`config.mk`:
```
export PLATFORM = sky130hd
export DESIGN_NAME = dtr_cfg_flat
export DESIGN_NICKNAME = d
export VERILOG_FILES = /design/src/rtl/disparity_to_3d_reprojection_top_assert.svh /design/src/rtl/dtr_pkg.sv /design/src/rtl/dtr_if.sv /design/src/rtl/dtr_cfg.sv /design/src/flat_wrapper.sv
export SDC_FILE = /design/constraint.sdc
export NUM_CORES = 1
export LEC_CHECK = 0
export BUFFER_PORTS_ARGS = -buffer_cell sky130_fd_sc_hd__buf_2
export CAP_MARGIN = 20
export CORE_AREA = 2 2 227 229
export CTS_CLUSTER_DIAMETER = 30
export DETAILED_ROUTE_END_ITERATION = 8
export DIE_AREA = 0 0 229 231
export PLACE_DENSITY_LB_ADDON = 0.1
export SLEW_MARGIN = 20
export SYNTH_ARGS = -nofsm -noshare
export SYNTH_HDL_FRONTEND = slang
export SYNTH_SLANG_ARGS = --single-unit
```
`constraint.sdc`:
```
create_clock -name clk -period 11.4 [get_ports clk]
set_input_delay 0.57 -clock clk [delete_from_list [all_inputs] [get_ports clk]]
set_output_delay 0.57 -clock clk [all_outputs]
set_load 0.02 [all_outputs]
```
`src/rtl/disparity_to_3d_reprojection_top_assert.svh`:
```
// assertion macros for the disparity reprojection top level
// expects clk and rst in scope at the point of use
`ifndef DISPARITY_TO_3D_REPROJECTION_TOP_ASSERT_SVH
`define DISPARITY_TO_3D_REPROJECTION_TOP_ASSERT_SVH
`ifndef NO_ASSERTIONS
`define DTR_ASSERT(lbl, prop, msg) \
  lbl: assert property (@(posedge clk) disable iff (rst) prop) else $error(msg);
`define DTR_ASSERT_RST(lbl, prop, msg) \
  lbl: assert property (@(posedge clk) prop) else $error(msg);
`else
`define DTR_ASSERT(lbl, prop, msg)
`define DTR_ASSERT_RST(lbl, prop, msg)
`endif
`endif

```
`src/rtl/dtr_pkg.sv`:
```
// constants, types and reset values for the disparity reprojection block
// no dependencies
`default_nettype none
package dtr_pkg;
  localparam int COORD_BITS = 12;
  localparam int DISP_W     = 16;
  localparam int COEF_W     = 32;
  localparam int FRAC_OUT   = 16;
  localparam int OUT_W      = 32;
  localparam int QUO_W      = 2 * FRAC_OUT;
  localparam int NUM_REGS   = 8;
  localparam int REG_IDX_W  = $clog2(NUM_REGS);
  localparam int CFG_IDX_W  = REG_IDX_W + 1;
  localparam int CFG_DATA_W = 2 * COEF_W;
  localparam int OP_W       = (COORD_BITS + 5 > DISP_W + 1) ? COORD_BITS + 5 : DISP_W + 1;
  localparam int PROD_W     = COEF_W + OP_W;
  localparam int SUM_W      = PROD_W + 2;
  localparam int DIV_STEPS  = QUO_W;
  localparam int MM_LAT     = 4;
  localparam int DIV_LAT    = DIV_STEPS + 3;
  localparam int LAT        = MM_LAT + DIV_LAT;

  typedef logic signed [COEF_W-1:0] coef_t;
  typedef coef_t [3:0][3:0] coef_mat_t;
  typedef logic signed [SUM_W-1:0] sum_t;
  typedef sum_t [3:0] sum_vec_t;
  typedef logic signed [OUT_W-1:0] point_t;
  typedef logic [CFG_DATA_W-1:0] cfg_word_t;

  localparam point_t SAT_POS = {1'b0, {(OUT_W-1){1'b1}}};
  localparam point_t SAT_NEG = {1'b1, {(OUT_W-1){1'b0}}};

  localparam cfg_word_t CFG_RESET [NUM_REGS] = '{
    64'h0001_0000_0000_0000, 64'h0, 64'h0000_0000_0001_0000, 64'h0,
    64'h0, 64'h0001_0000_0000_0000, 64'h0, 64'h0000_0000_0001_0000
  };
endpackage
`default_nettype wire

```
`src/rtl/dtr_if.sv`:
```
// channel interfaces: pixel input, point output, configuration write
// depends on dtr_pkg
`default_nettype none


interface dtr_cfg_if;
  logic                              valid;
  logic                              ready;
  logic [dtr_pkg::CFG_IDX_W-1:0]     reg_index;
  logic [dtr_pkg::CFG_DATA_W-1:0]    wdata;
  modport source (output valid, reg_index, wdata, input ready);
  modport sink (input valid, reg_index, wdata, output ready);
endinterface
`default_nettype wire

```
`src/rtl/dtr_cfg.sv`:
```
// matrix register file, unpacks the eight words into 4x4 coefficients
// depends on dtr_pkg and dtr_if
`default_nettype none
module dtr_cfg (
  input  wire logic           clk,
  input  wire logic           rst,
  dtr_cfg_if.sink             cfg,
  output dtr_pkg::coef_mat_t  coef
);
  import dtr_pkg::*;

  cfg_word_t qreg [NUM_REGS];

  assign cfg.ready = 1'b1;

  always_ff @(posedge clk) begin
    if (rst) begin
      for (int i = 0; i < NUM_REGS; i++) qreg[i] <= CFG_RESET[i];
    end else if (cfg.valid && cfg.ready && (cfg.reg_index < CFG_IDX_W'(NUM_REGS))) begin
      qreg[cfg.reg_index[REG_IDX_W-1:0]] <= cfg.wdata;
    end
  end

  always_comb begin
    for (int r = 0; r < 4; r++) begin
      for (int c = 0; c < 4; c++) begin
        coef[r][c] = (c % 2 == 0) ? qreg[r*2 + c/2][CFG_DATA_W-1:COEF_W]
                                  : qreg[r*2 + c/2][COEF_W-1:0];
      end
    end
  end
endmodule
`default_nettype wire

```
`src/flat_wrapper.sv`:
```
// flat-port wrapper written by rule: the top's interface ports become plain ports
module dtr_cfg_flat import dtr_pkg::*;
  (clk, rst, coef, cfg_valid, cfg_reg_index, cfg_wdata, cfg_ready);
  dtr_cfg_if cfg_i ();
  input  wire logic clk;
  input  wire logic rst;
  output dtr_pkg::coef_mat_t coef;
  input wire logic [$bits(cfg_i.valid)-1:0] cfg_valid;
  input wire logic [$bits(cfg_i.reg_index)-1:0] cfg_reg_index;
  input wire logic [$bits(cfg_i.wdata)-1:0] cfg_wdata;
  output wire logic [$bits(cfg_i.ready)-1:0] cfg_ready;
  assign cfg_i.valid = cfg_valid;
  assign cfg_i.reg_index = cfg_reg_index;
  assign cfg_i.wdata = cfg_wdata;
  assign cfg_ready = cfg_i.ready;
  dtr_cfg u_core (.clk(clk), .rst(rst), .cfg(cfg_i), .coef(coef));
endmodule
```
==> key figures, run 1 <==
Power
  • Register share of total power: 36.3%
  • Switching Fraction: 23.9%
  • Peak VDD IR: 0.127 mV
  • Int Power: 0.00466 W
  • Clk pwr share: 56.3%
  • Leak: 9.64 nW
  • Pwr per Cell Area: 228 nW/µm²
  • Logic gate share of total power: 7.5%
  • Switching pwr: 0.00146 W

Logic synthesis
  • Sequential area share after synthesis: 79.8%
  • Post-synth cell types: 15
  • Synth Cell Area: 19300 µm²
  • Commonest cells in the netlist: edfxtp_1, nor3_1, nor3_2
  • Flop and latch count out of synthesis: 512
  • Post-synth EDFFs: 512
  • Ys flop type: edfxtp_1
  • Area leader, netlist: edfxtp_1
  • Count leader, synth: edfxtp_1
  • Yosys warns: 0
  • Post-Syn Nets: 1293
  • Synth top area share: 79.8%
  • Synthesized area per cell: 15.8 µm²
  • Synth async-reset ratio: 0%
  • Ranking of synthesized cells by area: edfxtp_1, nor3_1, nor3_2
  • Post-Synthesis Cells: 1222

GRT
  • Gr usage total: 24.5%
  • First-pass GRT wire length: 94700 µm
  • Vias in the first global route: 13.2k
  • Overflow left after global routing: 0
  • Initial antenna violation count: 0
  • Pin count of the biggest net entering global routing: 160

Setup path
  • Max Fanout on Critical Path: 37
  • Required @ worst endpoint: 11.66 ns
  • Critical path's slowest cell: o21bai_4
  • Critical Path Start Type: input port
  • Slowest stage delay, CP: 0.90 ns
  • Endpoint class of the critical path: flop
  • Arrival time worst endpoint: 3.05 ns
  • Crit path kind: input port to flop
  • Cell chain of the critical path: buf_2 -> or3b_4 -> o21bai_4 -> buf_4

Timing
  • Final worst path period need: 2.79 ns
  • Relative slew slack: 25.6%
  • Worst Tran Pin Value: 1.12 ns
  • WHS: 0.259 ns
  • Final hold vios: 0
  • Achievable frequency: 359 MHz
  • Tcrit/Tclk final: 24.5%
  • RSZ-0062 raised after global routing: false
  • Slew Limit Fails: 0
  • Final setup fails: 0
  • Setup TNS: 0 ns

Final layout
  • Most flop-heavy register: u_core.qreg
  • Final net count: 1897
  • Max FFs per register: 512
  • Area growth, synth to finish: 39.6%
  • Share of cells above drive strength 1: 46.0%
  • # diodes: 0
  • Fill cells: 4421
  • Biggest regs: u_core.qreg (512)

Clock network
  • Clock tree buffer depth: 3
  • H-tree depth: 3
  • Number of cells upsized or downsized after cts: 0
  • Num CTS Buffers: 115
  • Hold-fix buffers at CTS: 0
  • Sink Count: 512
  • Post-CTS setup buffers: 0
  • Clk slew on worst S/H paths: 0.05 ns
  • Root Driver: clkbuf_16
  • CTS tree: built

Detailed routing
  • Via count: 13.5k
  • WL/cell: 25.4 µm
  • Routed Antenna Nets: 0
  • Vias per cell: 5.17
  • DR DRC count: 0
  • Initial DRC count: 1021
  • First-pass DRT Iterations: 5
  • DRT Wirelength: 66100 µm

Status
  • Outcome: complete, no violations

Floorplan
  • Die X: 229 µm
  • Core Area: 50700 µm²
  • Initial core utilization: 38.0%
  • Die area: 52900 µm²
  • Row count: 83
  • Ports: 584
  • Die height: 231 µm

Flow run
  • Max Cap Violations: 0

Placement
  • Placer Congestion: 0.811
  • Port Buf Inserts: 582
  • DP HPWL: 41500 µm

Hold path
  • Hold WC Path Type: input port to flop
[worst max-delay path: cells and delay by family]
| family | cells | cell delay, ns |
|---|---|---|
| AOI/OAI and AO/OA | 1 | 0.90 |
| buffers and inverters | 2 | 0.82 |
| and+or+nand+nor | 1 | 0.69 |
[stage by stage]
step	setup slack, ns	instance area [µm²]	utilization [%]	std cells	power (W)
4_1_cts	8.60	26800	53.0	2605	0.00617
3_3_place_gp	8.01	22700	44.8	2386	0.00271
2_1_floorplan	6.43	19300	-	1222	0.00251
3_5_place_dp	7.93	22700	44.9	2387	0.00271
5_1_grt	8.50	26900	53.1	2607	0.00629
6_report	8.61	26900	53.1	2607	0.00612
[cell usage in the layout (no fill, tap or decap), drive strengths merged]
master	instances
buf	606
edfxtp	512
nor3	508
clkbuf	130
clkinv	104
bufinv	22
clkinvlp	20
o21bai	8
inv	6
or3	5
or3b	3
nand3b	2
conb	1
[per-layer routing]
metal,part of all wire (%),track usage (%),up-vias
met2,47,37.5,664
li1,-,-,5894
met4,3.4,9.92,0
met5,0,0,-
met3,9.2,8.08,121
met1,41,32.3,6799
[final cells by class]
class | count | area (µm²) | area share, %
clock buffers | 130 | 3000 | 11.1
clock inverters | 88 | 1100 | 4.09
flip-flops and latches | 512 | 15400 | 57.2
multi-input cells | 527 | 3160 | 11.8
inverters | 64 | 240 | 0.893
well taps | 680 | 851 | 3.16
repair buffers | 606 | 3160 | 11.8
[worst paths after layout]
path	endpoint	slack (ns)	start	cells after the start
worst max-delay path	u_core.qreg[1][13]$_SDFFCE_PN0P_	8.61	rst	4
worst min-delay path	u_core.qreg[7][16]$_SDFFCE_PN1P_	0.26	cfg_wdata[16]	2
[cells by family after synthesis]
group | synth area share [%]
flops | 79.8
buf+inv | 4.31
simple gates | 15.5
compound gates | 0.312
other cells | 0.0195
[power by group through the flow]
stage / clock network (W) / registers (W) / logic, W
2_1_floorplan: 0 / 0.00240 / 0.000103
3_3_place_gp: 0 / 0.00225 / 0.000459
3_5_place_dp: 0 / 0.00225 / 0.000461
4_1_cts: 0.00349 / 0.00222 / 0.000462
5_1_grt: 0.00358 / 0.00223 / 0.000478
6_report: 0.00345 / 0.00222 / 0.000457
Note: power is estimated with default switching activity, not from simulation.
==> run 2, diff against run 1 <==
--- a/config.mk
+++ b/config.mk
@@ -7,10 +7,10 @@
 export LEC_CHECK = 0
 export BUFFER_PORTS_ARGS = -buffer_cell sky130_fd_sc_hd__buf_2
 export CAP_MARGIN = 20
-export CORE_AREA = 2 2 227 229
+export CORE_AREA = 2 2 229 231
 export CTS_CLUSTER_DIAMETER = 30
 export DETAILED_ROUTE_END_ITERATION = 8
-export DIE_AREA = 0 0 229 231
+export DIE_AREA = 0 0 231 233
 export PLACE_DENSITY_LB_ADDON = 0.1
 export SLEW_MARGIN = 20
 export SYNTH_ARGS = -nofsm -noshare
==> constraint.sdc (replaced) <==
create_clock -name clk -period 2.6 [get_ports clk]
set_input_delay 0.13 -clock clk [delete_from_list [all_inputs] [get_ports clk]]
set_output_delay 0.13 -clock clk [all_outputs]
set_load 0.02 [all_outputs]
==> run 2 against run 1 <==
Worst setup slack worse by 7.4 ns. Global-route usage down 0.85 points. Sequential share of layout area down 0.18 points. Routed wire length shrank 2.1%. Die area grew 1.7%. First-iteration DRC count grew 7.2%. Critical path depth fell by 3. Via count is 0.17% lower. Clock power increased to 3.9 times the previous value. Largest power group unchanged. Highest routed layer is now met5.
==> key figures, run 2 (same netlist as run 1, synthesis figures left out) <==
Status
  • Outcome: complete, no violations

Setup path
  • Cell chain of the critical path: buf_2
  • Critical Path End: coef[95]
  • Critical path depth: 1
  • CP bufs+invs: 1
  • CP startpoint: u_core.qreg[1][63]$_SDFFCE_PN0P_
  • Critical Path Start Type: flop
  • Arrival time worst endpoint: 1.28 ns
  • Endpoint class of the critical path: output port
  • Max Fanout on Critical Path: 1
  • Crit path kind: flop to output port
  • Slowest stage delay, CP: 0.45 ns
  • CP delay by family, top: flip-flops
  • Critical path's slowest cell: edfxtp_1
  • Required @ worst endpoint: 2.47 ns

Final layout
  • Commonest non-fill, non-tap cell in the layout: buf_2
  • Most frequent cells in the layout: buf_2, edfxtp_1, nor3_1, clkbuf_16
  • Max FFs per register: 512
  • Fill cells: 4436
  • Final net count: 1935
  • Area growth, synth to finish: 40.0%
  • Share of cells above drive strength 1: 44.5%
  • Most flop-heavy register: u_core.qreg
  • Biggest regs: u_core.qreg (512)

Timing
  • WHS: 0.0372 ns
  • Tcrit/Tclk final: 54.3%
  • Relative slew slack: 25.1%
  • RSZ-0062 raised after global routing: false
  • Final worst path period need: 1.41 ns
  • Final setup margin: 1.19 ns
  • Final setup fails: 0
  • Achievable frequency: 708 MHz
  • Worst Tran Pin Value: 1.12 ns
  • Final hold vios: 0
  • Slew Limit Fails: 0

Floorplan
  • Die area: 53800 µm²
  • Initial core utilization: 37.7%
  • Die height: 233 µm
  • Row count: 83
  • Ports: 584
  • Die X: 231 µm
  • Core Area: 51100 µm²

Clock network
  • Post-CTS setup buffers: 0
  • Num CTS Buffers: 108
  • Sink Count: 512
  • Root Driver: clkbuf_16
  • H-tree depth: 3
  • CTS tree: built
  • Clk slew on worst S/H paths: 0.05 ns
  • Clock tree buffer depth: 3

Detailed routing
  • Vias per cell: 5.11
  • Routed Antenna Nets: 0
  • Via count: 13.5k
  • DR DRC count: 0
  • First-pass DRT Iterations: 5
  • WL/cell: 24.6 µm
  • Initial DRC count: 1095
  • DRT Wirelength: 64700 µm

Placement
  • DP HPWL: 41500 µm
  • Placer Congestion: 0.794
  • Dpl ws: 0.659 ns
  • Port Buf Inserts: 582

Power
  • Peak VDD IR: 0.527 mV
  • Pwr per Cell Area: 939 nW/µm²
  • Leak: 9.69 nW

Flow run
  • Max Cap Violations: 0

GRT
  • Overflow left after global routing: 0
  • Pin count of the biggest net entering global routing: 119
  • First-pass GRT wire length: 92500 µm
  • Vias in the first global route: 13.4k
  • Initial antenna violation count: 3
  • Gr usage total: 23.7%

Hold path
  • Hold WC Path Type: input port to flop
==> run 2: layout make-up <==
| type | instances | area (µm²) | area share, % |
|---|---|---|---|
| clock inverter | 69 | 772 | 2.86 |
| sequential | 512 | 15400 | 57.0 |
| inverter | 64 | 240 | 0.891 |
| antenna | 2 | 5.00 | 0.0186 |
| tap | 680 | 851 | 3.15 |
| clock buffer | 129 | 2850 | 10.5 |
| multi-input combinational | 527 | 3160 | 11.7 |
| timing repair buffer | 651 | 3720 | 13.8 |
==> run 2: worst min-delay path, stage by stage <==
cell and delay (ns):
buf_2 0.10, clkinv_1 0.19, nor3_2 0.07
==> run 2: repair_timing <==
item                                   in CTS  in global routing
hold buffers                               36                  0
endpoints found under the hold margin     152                  0
resized for setup                           0                  0
==> run 2: how the worst min path moves through the flow <==
stage / end / startpoint / cells past startpoint
after floorplan: u_core.qreg[5][48]$_SDFFCE_PN1P_ / cfg_wdata[48] / 1
after global placement: u_core.qreg[2][16]$_SDFFCE_PN1P_ / cfg_wdata[16] / 2
after detailed placement: u_core.qreg[7][16]$_SDFFCE_PN1P_ / cfg_wdata[16] / 2
after CTS: u_core.qreg[5][50]$_SDFFCE_PN0P_ / cfg_wdata[50] / 3
after global routing: u_core.qreg[1][7]$_SDFFCE_PN0P_ / cfg_wdata[7] / 3
final: u_core.qreg[1][13]$_SDFFCE_PN0P_ / cfg_wdata[13] / 3
==> run 2: report_power, final <==
| part | internal, W | switching (W) | total (W) |
|---|---|---|---|
| sequential | 0.00958 | 0.000159 | 0.00974 |
| combinational | 0.000494 | 0.00156 | 0.00205 |
| clock | 0.00919 | 0.00434 | 0.0135 |
==> run 2: stage by stage <==
stage	instances	total power [W]	TNS (ns)	utilization, %	area [µm²]
after detailed placement	2398	0.0119	0	45.0	23000
after floorplan	1222	0.0110	-149.59	-	19300
after CTS	2632	0.0255	0	52.8	27000
after global routing	2633	0.0261	0	52.8	27000
final	2634	0.0253	0	52.8	27000
after global placement	2398	0.0119	0	45.0	23000
==> run 2: per-layer routing <==
metal	global-route usage (%)	part of all wire (%)	wire length, µm
met1	29.8	39	25400
met2	36.7	47	30700
met3	8.91	10	6620
met4	9.76	3.1	2030
met5	0	0.029	19
